**src/rtl/cpd_pkg.sv**
```systemverilog
// ----------------------------------------------------------------------------
// cpd_pkg: shared types and constants
// Field widths, the default buffer and dominance settings, and the item
// record passed from the input stage to the peak tracker.
// ----------------------------------------------------------------------------
package cpd_pkg;

    localparam int SAMPLE_W      = 16;
    localparam int METRIC_W      = 32;
    localparam int RUN_W         = 16;
    localparam int POS_W         = 7;
    localparam int ALIGN_W       = RUN_W + 1;
    localparam int IN_DATA_W     = 2 * SAMPLE_W + 3 * METRIC_W;
    localparam int OUT_DATA_W    = RUN_W + 2 * SAMPLE_W + POS_W + ALIGN_W;
    localparam int OUT_USER_W    = 1;

    localparam int BUFFER_LEN_DEF = 80;

    localparam logic [RUN_W-1:0] DOMINANCE_RESET = RUN_W'(16);
    localparam logic [RUN_W-1:0] RUN_MAX         = {RUN_W{1'b1}};

    typedef struct packed {
        logic signed [SAMPLE_W-1:0] real_part;
        logic signed [SAMPLE_W-1:0] imag_part;
        logic [METRIC_W-1:0]        metric;
        logic                       high;
    } cpd_item_t;

endpackage

```
**src/rtl/cpd_input_stage.sv**
```systemverilog
// ----------------------------------------------------------------------------
// cpd_input_stage: input register and threshold test
// Captures one item per cycle while the tracker keeps taking items, and
// reduces numerator/denominator to the sample's high flag.
// ----------------------------------------------------------------------------
module cpd_input_stage
    import cpd_pkg::*;
(
    input  logic                   clk,
    input  logic                   rst_n,
    input  logic                   in_valid,
    output logic                   in_ready,
    input  logic [IN_DATA_W-1:0]   in_data,
    output logic                   item_valid,
    input  logic                   item_ready,
    output cpd_item_t              item
);

    logic                valid_reg;
    logic                valid_next;
    cpd_item_t           item_reg;
    cpd_item_t           item_next;
    logic [METRIC_W-1:0] numer;
    logic [METRIC_W-1:0] scaled;
    logic                accept;

    assign in_ready = !valid_reg || item_ready;
    assign accept   = in_valid && in_ready;

    always_comb
    begin
        numer  = in_data[2*SAMPLE_W+METRIC_W +: METRIC_W];
        scaled = in_data[2*SAMPLE_W+2*METRIC_W +: METRIC_W] >> 2;
        item_next.real_part = in_data[0 +: SAMPLE_W];
        item_next.imag_part = in_data[SAMPLE_W +: SAMPLE_W];
        item_next.metric    = in_data[2*SAMPLE_W +: METRIC_W];
        item_next.high      = (scaled != '0) && (numer >= scaled);
        if (accept)
        begin
            valid_next = 1'b1;
        end
        else if (item_ready)
        begin
            valid_next = 1'b0;
        end
        else
        begin
            valid_next = valid_reg;
        end
    end

    always_ff @(posedge clk or negedge rst_n)
    begin
        if (!rst_n)
        begin
            valid_reg <= 1'b0;
        end
        else
        begin
            valid_reg <= valid_next;
        end
    end

    // hold payload until the tracker takes it
    always_ff @(posedge clk)
    begin
        if (accept)
        begin
            item_reg <= item_next;
        end
    end

    assign item_valid = valid_reg;
    assign item       = item_reg;

endmodule

```
**src/rtl/cpd_tracker.sv**
```systemverilog
// ----------------------------------------------------------------------------
// cpd_tracker: running maximum, dominance run and result register
// Updates the peak state once per item and registers the result.
// ----------------------------------------------------------------------------
module cpd_tracker
    import cpd_pkg::*;
#(
    parameter int BUFFER_LEN = BUFFER_LEN_DEF
)
(
    input  logic                  clk,
    input  logic                  rst_n,
    input  logic                  cfg_valid,
    input  logic [RUN_W-1:0]      cfg_data,
    input  logic                  item_valid,
    output logic                  item_ready,
    input  cpd_item_t             item,
    output logic                  out_valid,
    input  logic                  out_ready,
    output logic [OUT_DATA_W-1:0] out_data,
    output logic [OUT_USER_W-1:0] out_user,
    output logic                  out_last
);

    localparam logic [POS_W:0] BUF_LEN_W = (POS_W+1)'(BUFFER_LEN);

    logic [RUN_W-1:0]      dominance_reg;
    logic [METRIC_W-1:0]   best_metric_reg, best_metric_next;
    logic [RUN_W-1:0]      run_count_reg, run_count_next;
    logic                  best_high_reg, best_high_next;
    logic [POS_W-1:0]      best_pos_reg, best_pos_next;
    logic [POS_W-1:0]      sample_pos_reg, sample_pos_next;
    logic                  out_valid_reg, out_valid_next;
    logic [OUT_DATA_W-1:0] out_data_reg, out_data_next;
    logic                  peak_reg, peak_next;
    logic                  last_reg, last_next;
    logic                  advance;
    logic                  take;
    logic [POS_W:0]        pos_inc;
    logic [RUN_W-1:0]      index;
    logic [ALIGN_W-1:0]    aligned;

    assign item_ready = !out_valid_reg || out_ready;
    assign advance    = item_valid && item_ready;
    assign take       = item.metric >= best_metric_reg;

    always_comb
    begin
        best_metric_next = take ? item.metric    : best_metric_reg;
        best_high_next   = take ? item.high      : best_high_reg;
        best_pos_next    = take ? sample_pos_reg : best_pos_reg;
        if (take)
        begin
            run_count_next = '0;
        end
        else if (run_count_reg != RUN_MAX)
        begin
            run_count_next = run_count_reg + RUN_W'(1);
        end
        else
        begin
            run_count_next = run_count_reg;
        end

        peak_next = best_high_next && (run_count_next >= dominance_reg);
        index     = best_high_next ? run_count_next : '0;
        aligned   = peak_next ? ({1'b0, run_count_next} + ALIGN_W'(1)) : '0;

        pos_inc         = {1'b0, sample_pos_reg} + (POS_W+1)'(1);
        last_next       = pos_inc >= BUF_LEN_W;
        sample_pos_next = last_next ? '0 : pos_inc[POS_W-1:0];

        out_data_next = {aligned, best_pos_next, item.imag_part, item.real_part, index};

        if (advance)
        begin
            out_valid_next = 1'b1;
        end
        else if (out_ready)
        begin
            out_valid_next = 1'b0;
        end
        else
        begin
            out_valid_next = out_valid_reg;
        end
    end

    always_ff @(posedge clk or negedge rst_n)
    begin
        if (!rst_n)
        begin
            dominance_reg   <= DOMINANCE_RESET;
            best_metric_reg <= '0;
            run_count_reg   <= '0;
            best_high_reg   <= 1'b0;
            best_pos_reg    <= '0;
            sample_pos_reg  <= '0;
            out_valid_reg   <= 1'b0;
        end
        else
        begin
            out_valid_reg <= out_valid_next;
            if (cfg_valid)
            begin
                dominance_reg <= cfg_data;
            end
            if (advance)
            begin
                best_metric_reg <= best_metric_next;
                run_count_reg   <= run_count_next;
                best_high_reg   <= best_high_next;
                best_pos_reg    <= best_pos_next;
                sample_pos_reg  <= sample_pos_next;
            end
        end
    end

    always_ff @(posedge clk)
    begin
        if (advance)
        begin
            out_data_reg <= out_data_next;
            peak_reg     <= peak_next;
            last_reg     <= last_next;
        end
    end

    assign out_valid = out_valid_reg;
    assign out_data  = out_data_reg;
    assign out_user  = peak_reg;
    assign out_last  = last_reg;

    // a registered peak always carries a nonzero aligned count
    a_peak_aligned: assert property (@(posedge clk) disable iff (!rst_n)
        out_valid_reg && peak_reg |-> out_data_reg[OUT_DATA_W-1 -: ALIGN_W] != '0)
        else $error("peak without aligned count");

    a_pos_range: assert property (@(posedge clk) disable iff (!rst_n)
        {1'b0, sample_pos_reg} < BUF_LEN_W)
        else $error("sample position beyond buffer");

    a_take_restart: assert property (@(posedge clk) disable iff (!rst_n)
        advance && take |=> run_count_reg == '0)
        else $error("run not restarted on new maximum");

    a_run_grow: assert property (@(posedge clk) disable iff (!rst_n)
        advance && !take |=> run_count_reg >= $past(run_count_reg))
        else $error("run shrank without new maximum");

    a_state_hold: assert property (@(posedge clk) disable iff (!rst_n)
        !advance |=> $stable(best_metric_reg) && $stable(sample_pos_reg))
        else $error("state moved without an item");

endmodule

```
**src/rtl/correlation_peak_detector.sv**
```systemverilog
// ----------------------------------------------------------------------------
// correlation_peak_detector: preamble correlation peak detection
// Tracks the running metric maximum over a sample stream and flags a peak
// once a high maximum has dominated for the configured run length.
// ----------------------------------------------------------------------------
//
// Channel   Direction  Handshake                     Payload
// s_axis    in         s_axis_tvalid/s_axis_tready   sample, metric, num, den
// m_axis    out        m_axis_tvalid/m_axis_tready   lookback data, peak info
// cfg       in         cfg_valid/cfg_ready           dominance_length
//
// One item per cycle sustained while m_axis is ready; an item's result passes
// through the input register, then the result register, before it is
// presented on m_axis.
// The metric compare and run update are combinational on the tracker state.
// rst_n clears all tracking state and sets dominance_length to 16.
// A stalled m_axis holds its result; s_axis keeps accepting until the input
// register is also full.
// cfg_ready is always high; write dominance_length only while idle.
// ----------------------------------------------------------------------------
module correlation_peak_detector
    import cpd_pkg::*;
#(
    parameter int BUFFER_LEN = BUFFER_LEN_DEF
)
(
    input  logic                  clk,
    input  logic                  rst_n,
    // cfg_data: dominance_length
    input  logic                  cfg_valid,
    output logic                  cfg_ready,
    input  logic [RUN_W-1:0]      cfg_data,
    input  logic                  s_axis_tvalid,
    output logic                  s_axis_tready,
    // s_axis_tdata: sample_real[15:0], sample_imag[31:16], metric[63:32],
    //               numerator[95:64], denominator[127:96]
    input  logic [IN_DATA_W-1:0]  s_axis_tdata,
    output logic                  m_axis_tvalid,
    input  logic                  m_axis_tready,
    // m_axis_tdata: lookback_index[15:0], lookback_real[31:16],
    //               lookback_imag[47:32], peak_position[54:48],
    //               aligned_count[71:55]
    output logic [OUT_DATA_W-1:0] m_axis_tdata,
    // m_axis_tuser: peak_found[0]
    output logic [OUT_USER_W-1:0] m_axis_tuser,
    // m_axis_tlast: buffer_end
    output logic                  m_axis_tlast
);

    cpd_item_t item;
    logic      item_valid;
    logic      item_ready;

    // register writes never stall
    assign cfg_ready = 1'b1;

    // capture the item and reduce the threshold test to one flag
    cpd_input_stage u_input (
        .clk        (clk),
        .rst_n      (rst_n),
        .in_valid   (s_axis_tvalid),
        .in_ready   (s_axis_tready),
        .in_data    (s_axis_tdata),
        .item_valid (item_valid),
        .item_ready (item_ready),
        .item       (item)
    );

    // update maximum, run and buffer position; register the result
    cpd_tracker #(
        .BUFFER_LEN (BUFFER_LEN)
    ) u_tracker (
        .clk        (clk),
        .rst_n      (rst_n),
        .cfg_valid  (cfg_valid),
        .cfg_data   (cfg_data),
        .item_valid (item_valid),
        .item_ready (item_ready),
        .item       (item),
        .out_valid  (m_axis_tvalid),
        .out_ready  (m_axis_tready),
        .out_data   (m_axis_tdata),
        .out_user   (m_axis_tuser),
        .out_last   (m_axis_tlast)
    );

endmodule
```
**config.mk**
```make
export PLATFORM = sky130hd
export DESIGN_NAME = correlation_peak_detector
export DESIGN_NICKNAME = d
export VERILOG_FILES = /design/src/rtl/cpd_pkg.sv /design/src/rtl/cpd_input_stage.sv /design/src/rtl/cpd_tracker.sv /design/src/rtl/correlation_peak_detector.sv
export SDC_FILE = /design/constraint.sdc
export NUM_CORES = 1
export LEC_CHECK = 0
export ABC_AREA = 1
export BUFFER_PORTS_ARGS = -buffer_cell sky130_fd_sc_hd__buf_2
export CORE_MARGIN = 1.5
export CORE_UTILIZATION = 50
export CTS_BUF_LIST = sky130_fd_sc_hd__clkbuf_2
export CTS_CLUSTER_SIZE = 10
export DETAILED_ROUTE_END_ITERATION = 7
export PLACE_DENSITY_LB_ADDON = 0.1
export SLEW_MARGIN = 20
export SYNTH_ARGS = -nofsm -noshare
export SYNTH_HDL_FRONTEND = slang
export SYNTH_SLANG_ARGS = --single-unit
```
**constraint.sdc**
```tcl
create_clock -name clk -period 5 [get_ports clk]
set_clock_uncertainty 0.1 [all_clocks]
set_input_delay 0.75 -clock clk [delete_from_list [all_inputs] [get_ports clk]]
set_output_delay 0.75 -clock clk [all_outputs]
set_load 0.05 [all_outputs]
```
After elaboration in Yosys (flattened, before gate mapping):

Index checks and enable logic that the tools add are counted.
Widths: inputs -> output; s select.

* bits in registers: 220
* input bits: 149
* output and inout port bits: 77
* logic and storage cells: 46

* $add $sub $neg: 3
* order comparisons: 4
* equal/unequal tests: 1
* muxes and demuxes: 9
* reductions and logical operators: 12

Operators with widths (number)
* $ge 32x30->1: 1
* $ge 32x32->1: 1
* $mux 16: 2
* $reduce_bool 32->1: 1
* $add 16x1->17 const B: 1
* $add 16x1->16 const B: 1
* $ge 16x16->1: 1
* $ne 16x16->1 const B: 1
* $mux 7: 2
* $add 7x1->8 const B: 1
* $ge 8x7->1 const B: 1
* $mux 1: 5
* $logic_and 1x1->1: 4
* $reduce_bool 2->1: 2
* $logic_not 1->1: 2
* $logic_or 1x1->1: 2
* $reduce_and 2->1: 1

Longest topological paths before layout:

Gate-level depths: netlist of run 1.

* word-level depth: 5
* depth in mapped cells: 28
* depth with buffers taken out: 27

By module:

Synthesis of run 1 repeated with hierarchy kept, for this count alone.

* cell total of the unflattened synthesis: 1060
* area total of the unflattened synthesis: 10759.1 µm²

Modules (own cells, without submodules)
* cpd_tracker: instances 1, cells each 833, area each 7841.3 µm², sequential area each 4225.3 µm²
* cpd_input_stage: instances 1, cells each 225, area each 2906.5 µm², sequential area each 1976.9 µm²
* correlation_peak_detector: instances 1, cells each 2, area each 11.3 µm², sequential area each 0.0 µm²

Least setup slack after synthesis of run 1:

Ideal clock, no wire load.

* path kind: in2reg
* from: input m_axis_tready
* to: register u_tracker.out_data_reg[0], in the netlist u_tracker.out_data[0] (enable)
* setup time: 466 ps
* arrival: 3363 ps
* required time: 4434 ps
* path slack: 1071 ps
* stages: 5
* path buffers: 1
* path through: inv_1 nand2_1 nand2_1 clkinv_1 clkbuf_1

* longest elaborated chain between the ends: 2

Ends and longest elaborated chain
* from (decl): RTL line correlation_peak_detector.sv:39 `input logic m_axis_tready,`
* $logic_or 1x1->1: RTL line cpd_tracker.sv:43 `assign item_ready = !out_valid_reg || out_ready;`
* $logic_and 1x1->1: RTL line cpd_tracker.sv:44 `assign advance = item_valid && item_ready;`
* via u_tracker.advance: RTL line cpd_tracker.sv:37 `logic advance;`
* to (signal assigned): RTL line cpd_tracker.sv:123 `out_data_reg <= out_data_next;`
* to (decl): RTL line cpd_tracker.sv:34 `logic [OUT_DATA_W-1:0] out_data_reg, out_data_next;`

The timed path passes the listed nets, and every way through them passes these cells.
A chain may end at the register's enable or synchronous reset.

Worst setup path after layout of run 1:

* from: register u_input.item_reg, in the netlist u_input.item[16]
* to: register u_tracker.out_data_reg[70], in the netlist u_tracker.out_data[70] (data pin)

* longest elaborated chain between the ends: 4
* elaborated cells on any way between the ends: 6
* classes of those cells: add/sub: 1; order compare: 2; mux: 2; reduce/logical: 1

Ends and longest elaborated chain
* from (decl): RTL line cpd_input_stage.sv:21 `cpd_item_t item_reg;`
* from (signal assigned): RTL line cpd_input_stage.sv:69 `item_reg <= item_next;`
* $ge 32x32->1: RTL line cpd_tracker.sv:45 `assign take = item.metric >= best_metric_reg;`
* $mux 16: RTL line cpd_tracker.sv:52 `if (take)`
* via u_tracker.run_count_next[14]: RTL line cpd_tracker.sv:29 `logic [RUN_W-1:0] run_count_reg, run_count_next;`
* $ge 16x16->1: RTL line cpd_tracker.sv:65 `peak_next = best_high_next && (run_count_next >= dominance_reg);`
* $logic_and 1x1->1: RTL line cpd_tracker.sv:65
* via u_tracker.peak_next: RTL line cpd_tracker.sv:35 `logic peak_reg, peak_next;`

The timed path passes the listed nets, and every way through them passes these cells.

==> results.py, run 1 <==
metrics = {
    "min_path": {
        "hp-class": "input pin to flip-flop",
        "whs_endpoint": "u_tracker.dominance_reg[1]$_DFFE_PN0P_",
        "min_path_cells": 3,
        "worstHoldStart": "cfg_data[1]",
    },
    "die": {
        "ios": 226,
        "core_um2": 21000,
        "die_x_um": 149,
        "start_util_pct": 50.7,
        "core.rowCount": 53,
        "die_h_um": 149,
        "dieArea_um2": 22100,
    },
    "global_route": {
        "grt_pass1_wl_um": 37400,
        "grt_max_degree": 66,
        "antenna_found_initial": 1,
        "grt_most_used_layer": "met2",
        "gr-total-overflow": 0,
        "grt_pass1_vias": 8010,
        "groute.layer.met2.usage_pct": 38.3,
        "grt_util_all_layers_pct": 21.4,
        "grtUsageMet3_pct": 5.08,
        "met1_usage_pct": 25.4,
    },
    "finish": {
        "drive_above_1_share_pct": 24.8,
        "nets": 1619,
        "post-route-util_pct": 63.8,
        "largest_register_ffs": 72,
        "synthToLayoutAreaGrowth_pct": 25.9,
    },
    "place": {
        "dp_hpwl_um": 16400,
        "port_buffers": 222,
        "gp_congestion": 0.851,
    },
    "worst_setup_path": {
        "cp-end-kind": "flip-flop",
        "required_ns": 5.45,
        "startpoint_type": "flip-flop",
        "reg2regPathDepth": 23,
        "path_max_fanout": 13,
        "crit_type": "flip-flop to flip-flop",
        "rr_startpoint": "u_input.item[16]$_DFFE_PP_",
        "crit_arrival_ns": 4.32,
        "reg2reg_slack_ns": 1.13,
        "rr_endpoint": "u_tracker.out_data[70]$_SDFFCE_PN0P_",
    },
    "drt": {
        "viasPerCell": 4.78,
        "firstDrtPassIters": 6,
        "drt.antenna.violating_nets": 0,
        "route.vias.total": 8171,
        "drc": 0,
        "drtIter0Drc": 400,
        "wirelength_um": 22900,
        "avgRoutedWirePerCell_um": 13.4,
    },
    "power_and_ir_drop": {
        "ir_worst_vdd_mv": 0.200,
        "power.leakage_nw": 6.47,
        "p_per_area_nw_per_um2": 336,
    },
    "job": {
        "maxCapViolCount": 0,
    },
    "logic_synthesis": {
        "synth_edf_count": 139,
        "synth_nets": 1274,
        "async_flop_share_pct": 36.8,
        "synth_cells": 1044,
        "ys_ff_latch": 220,
        "synth.avg_cell_area_um2": 10.2,
        "ys_seq_area_share_pct": 58.4,
        "synth_ff_type": "edfxtp_1",
        "synthesis.area_um2": 10600,
        "ys_types": 44,
        "yosysWarnings": 0,
    },
    "timing": {
        "tns_ns": 0,
        "slew_viol_final": 0,
        "tightest_slew_ns": 0.648,
        "grt_setup_unrepaired": "false",
        "fmax_ghz": 0.258,
        "maxSlewHeadroom_pct": 56.8,
        "final-setup-viol-count": 0,
        "hold_viol": 0,
        "period_share_pct": 77.4,
        "fin_crit_ns": 3.87,
    },
    "clock_tree": {
        "cts.sinks": 220,
        "cts_tree": "done",
        "cts-hold-fix-buffers": 78,
        "numCtsBuffers": 54,
        "htreeDepth": 2,
        "clk_pin_slew_ns": 0.11,
        "postCtsSetupBuffers": 0,
        "clk_path_buf_depth": 3,
        "ctsResizeCount": 0,
        "clk_latency_ns": 0.79,
        "cts_root_buf": "clkbuf_2",
    },
    "run_status": {
        "outcome": "finished, final reports clean",
    },
}
==> cell families (layout without fill, tap and decap cells) <==
| group | after synthesis | in the layout | share of synthesized area (%) |
|---|---|---|---|
| xor gates and xnor gates | 12 | 12 | 0.989 |
| other | 1 | 2 | 0.0353 |
| DFF | 220 | 220 | 58.4 |
| AOI/OAI and AO/OA | 161 | 161 | 8.12 |
| and+or+nand+nor | 388 | 388 | 16.2 |
| adders and majority gates | 81 | 81 | 9.54 |
| muxes | 1 | 1 | 0.106 |
| buffers and inverters | 180 | 570 | 6.70 |
==> worst max path at each step <==
stage                               startpoint                                    to  slack (ns)
CTS                 u_input.item[16]$_DFFE_PP_  u_tracker.out_data[70]$_SDFFCE_PN0P_        1.11
finish              u_input.item[16]$_DFFE_PP_  u_tracker.out_data[70]$_SDFFCE_PN0P_        1.13
global placement    u_input.item[16]$_DFFE_PP_  u_tracker.out_data[70]$_SDFFCE_PN0P_        1.10
floorplan                        m_axis_tready   u_tracker.out_data[0]$_SDFFCE_PN0P_        1.07
detailed placement  u_input.item[16]$_DFFE_PP_  u_tracker.out_data[70]$_SDFFCE_PN0P_        1.10
global route        u_input.item[30]$_DFFE_PP_  u_tracker.out_data[70]$_SDFFCE_PN0P_        0.65
==> final cells by class <==
class / count / area [µm²]
inverters: 158 / 597
fillers: 1817 / 7580
flip-flops and latches: 220 / 6200
well taps: 275 / 344
repair buffers: 311 / 1980
clock inverters: 23 / 149
diodes: 1 / 2.50
multi-input cells: 644 / 3720
clock buffers: 78 / 390
==> where the power goes <==
part / leakage [nW] / total (mW) / internal [mW] / switching [mW]
Clock: 0.387 / 1.23 / 0.528 / 0.703
Sequential: 2.27 / 2.23 / 2.14 / 0.0901
Combinational: 3.81 / 1.04 / 0.322 / 0.715
==> cells in the final DEF, fill, tap and decap left out, types with 3 or more instances in the layout <==
| cell | n |
|---|---|
| o21a_1 | 4 |
| buf_2 | 221 |
| clkinv_2 | 3 |
| o211ai_1 | 3 |
| nor3_1 | 8 |
| nor4_1 | 5 |
| inv_1 | 149 |
| o21ai_1 | 4 |
| clkbuf_2 | 78 |
| edfxtp_1 | 139 |
| nand3_2 | 3 |
| dlygate4sd3_1 | 78 |
| dfrtp_1 | 80 |
| clkinv_1 | 18 |
| nor2_2 | 6 |
| inv_2 | 6 |
| xor2_1 | 12 |
| a21o_1 | 3 |
| nor2_1 | 113 |
| nand2_1 | 181 |
| buf_4 | 12 |
| a21oi_1 | 76 |
| nand2_2 | 9 |
| nand3_1 | 35 |
| nand4_1 | 18 |
| o21ai_0 | 63 |
| ha_1 | 81 |
==> stage by stage <==
stage / cells / setup slack, ns / area (µm²) / hold slack, ns / total power [mW]
final: 1710 / 1.13 / 13400 / 0.0763 / 4.50
after global routing: 1710 / 0.647 / 13400 / 0.00544 / 4.80
after CTS: 1709 / 1.11 / 13400 / 0.000131 / 4.57
after detailed placement: 1530 / 1.10 / 12100 / 0.305 / 3.27
after global placement: 1530 / 1.10 / 12100 / 0.300 / 3.25
after floorplan: 1044 / 1.07 / 10600 / 0.300 / 2.97
==> critical path, cell delays in order, from the launching register on <==
cell	delay, ns
edfxtp_1	0.41
ha_1	0.31
nand2_1	0.07
nor2_1	0.18
nand2_1	0.12
nor2_1	0.11
nor2_1	0.05
nand2_1	0.09
nand2_2	0.06
nand2_2	0.25
inv_1	0.09
nand2_1	0.15
inv_1	0.10
ha_1	0.29
nand2_1	0.08
inv_1	0.04
nand3_1	0.08
a21oi_1	0.06
a2111oi_0	0.31
nand3_1	0.17
nand2_1	0.23
inv_1	0.15
nand2_1	0.09
nor2_1	0.04
==> Yosys cell counts (8+ instances only) <==
master,count,area (µm²)
a21oi_1,76,380
clkbuf_1,11,41.3
dfrtp_1,80,2000
edfxtp_1,139,4170
ha_1,81,1010
inv_1,150,563
nand2_1,182,683
nand2_2,8,50.1
nand3_1,35,175
nand4_1,18,113
nor2_1,113,424
nor3_1,8,40.0
o21ai_0,63,315
xor2_1,12,105
==> layer usage <==
metal | share of wire, % | vias up
met5 | 0 | -
met4 | 1.8 | 0
met3 | 5.9 | 31
met2 | 51 | 236
met1 | 42 | 3689
li1 | - | 4215
Note: power is estimated with default switching activity, not from simulation.
==> inputs of run 2 (changes only) <==
==> constraint.sdc (replaced) <==
create_clock -name clk -period 3.8 [get_ports clk]
set_clock_uncertainty 0.1 [all_clocks]
set_input_delay 0.57 -clock clk [delete_from_list [all_inputs] [get_ports clk]]
set_output_delay 0.57 -clock clk [all_outputs]
set_load 0.05 [all_outputs]
==> run 2 against run 1 <==
Non-clock buffer count increased by 18. Clock power rose by 24%. Critical endpoint is now u_tracker.out_data[62]$_SDFFCE_PN0P_. Highest routed layer unchanged. Largest power group unchanged. Clock-buffer cell count rose by 9.
==> results.py, run 2 (synthesis gave the netlist of run 1 again) <==
metrics = {
    "job": {
        "maxCapViolCount": 0,
    },
    "die": {
        "dieArea_um2": 22100,
        "ios": 226,
        "die_h_um": 149,
        "start_util_pct": 50.7,
        "core_um2": 21000,
        "core.rowCount": 53,
        "die_x_um": 149,
    },
    "finish": {
        "synthToLayoutAreaGrowth_pct": 27.3,
        "largest_register_ffs": 72,
        "fin_cells": 1728,
        "nFillCells": 1791,
        "nets": 1639,
        "layout_common_cells": "221 x buf_2, 178 x nand2_1, 148 x inv_1",
        "drive_above_1_share_pct": 26.1,
        "final_common_cell": "buf_2",
    },
    "global_route": {
        "grt_max_degree": 74,
        "gr-total-overflow": 0,
        "grt_pass1_vias": 8286,
        "grt_util_all_layers_pct": 21.9,
        "antenna_found_initial": 1,
        "grt_pass1_wl_um": 38200,
    },
    "min_path": {
        "hp-class": "input pin to flip-flop",
    },
    "timing": {
        "slew_viol_final": 0,
        "period_share_pct": 92.7,
        "fin_crit_ns": 3.52,
        "tightest_slew_ns": 0.900,
        "maxSlewHeadroom_pct": 40.0,
        "final-setup-viol-count": 0,
        "fmax_ghz": 0.284,
        "hold_viol": 0,
    },
    "power_and_ir_drop": {
        "power.leakage_nw": 6.55,
        "power.total_mw": 5.88,
        "ir_worst_vdd_mv": 0.307,
        "p_per_area_nw_per_um2": 435,
    },
    "worst_setup_path": {
        "path_cells": "ha_1, a21o_1, nor2_1, nand2_1, nor2_1, nand2_1, nand2_2, nand2_2, nor2_1, ha_1, nand2_1, inv_1, nand3_1, a21oi_1, a2111oi_2, nand3_1, nand2_2, buf_4, a21oi_1",
        "cpMaxStageDelayCell": "edfxtp_1",
        "crit_arrival_ns": 3.97,
        "crit_type": "flip-flop to flip-flop",
        "required_ns": 4.25,
        "cp-end-kind": "flip-flop",
        "critPathMaxStageDelay_ns": 0.41,
        "startpoint_type": "flip-flop",
        "path_max_fanout": 8,
    },
    "drt": {
        "route.vias.total": 8369,
        "drtIter0Drc": 376,
        "drt.antenna.violating_nets": 0,
        "drc": 0,
        "viasPerCell": 4.84,
        "firstDrtPassIters": 5,
        "wirelength_um": 23800,
        "avgRoutedWirePerCell_um": 13.8,
    },
    "clock_tree": {
        "cts_root_buf": "clkbuf_2",
        "clk_pin_slew_ns": 0.10,
        "postCtsSetupBuffers": 0,
        "numCtsBuffers": 56,
        "cts_tree": "done",
        "htreeDepth": 2,
        "cts.sinks": 220,
        "clk_path_buf_depth": 3,
        "clk_latency_ns": 0.83,
    },
    "place": {
        "gp_congestion": 0.888,
        "dpl.cell_count": 1540,
        "port_buffers": 222,
        "dp_hpwl_um": 16500,
    },
    "run_status": {
        "outcome": "finished, final reports clean",
    },
}
## run 2: cell count changes in the layout (fill, tap and decap cells not counted), sizes merged
cell         change
bufinv           -2
dlygate4sd3      +7
clkbuf           +9
buf             +11
clkinv           -7
## run 2: power by group
part           switching [mW]  total (mW)  internal (mW)  leakage (nW)
sequential              0.118        2.93           2.81          2.27
combinational           0.960        1.42          0.458          3.90
clock                   0.927        1.53          0.604         0.383
total                    2.01        5.88           3.88          6.55
## run 2: cell type report
type | count | area, µm² | area share (%)
multi-input combinational | 644 | 3740 | 27.6
antenna | 1 | 2.50 | 0.0185
inverter | 158 | 597 | 4.41
tap | 275 | 344 | 2.54
sequential | 220 | 6200 | 45.8
clock buffer | 87 | 435 | 3.22
clock inverter | 14 | 61.3 | 0.453
timing repair buffer | 329 | 2150 | 15.9
## run 2: final timing paths
kind | start | endpoint | slack (ns) | cells past startpoint
max | u_input.item[16]$_DFFE_PP_ | u_tracker.out_data[62]$_SDFFCE_PN0P_ | 0.28 | 19
min reg2reg | u_input.item[58]$_DFFE_PP_ | u_tracker.out_data[25]$_DFFE_PP_ | 0.31 | 0
min | cfg_valid | u_tracker.dominance_reg[4]$_DFFE_PN1P_ | 0.11 | 3
max in group asynchronous | rst_n | u_tracker.run_count_reg[8]$_DFFE_PN0P_ | 2.82 | 3
max reg2reg | u_input.item[16]$_DFFE_PP_ | u_tracker.out_data[62]$_SDFFCE_PN0P_ | 0.28 | 19
min in group asynchronous | rst_n | u_tracker.run_count_reg[3]$_DFFE_PN0P_ | 0.13 | 2
## run 2: critical path: cells and delay by family (launching register included)
family / cells / cell delay, ns
simple gates: 11 / 1.33
fa+ha+maj: 2 / 0.64
buf+inv: 2 / 0.20
compound gates: 4 / 0.56
flops: 1 / 0.41
## run 2: repair_timing
item	CTS	global route
hold endpoints to repair	153	0
resized for setup	0	9
hold buffers	85	0
setup endpoints to repair	0	17
## run 2: per-stage QoR
stage / utilization [%] / setup WS [ns] / instance area, µm² / hold slack, ns / TNS (ns)
3_3_place_gp: 58.0 / 0.228 / 12100 / 0.300 / 0
5_1_grt: 64.6 / -0.0241 / 13500 / 0.0614 / -0.0697
2_1_floorplan: - / 0.00259 / 10600 / 0.174 / 0
6_report: 64.6 / 0.278 / 13500 / 0.113 / 0
3_5_place_dp: 58.0 / 0.208 / 12100 / 0.305 / 0
4_1_cts: 64.4 / 0.111 / 13500 / 0.0180 / 0
## run 2: metal layers
metal / track usage, % / share of wire [%]
met5: 0 / 0
met4: 9.06 / 2.9
met3: 5.60 / 5.9
met2: 38.9 / 51
met1: 25.1 / 40
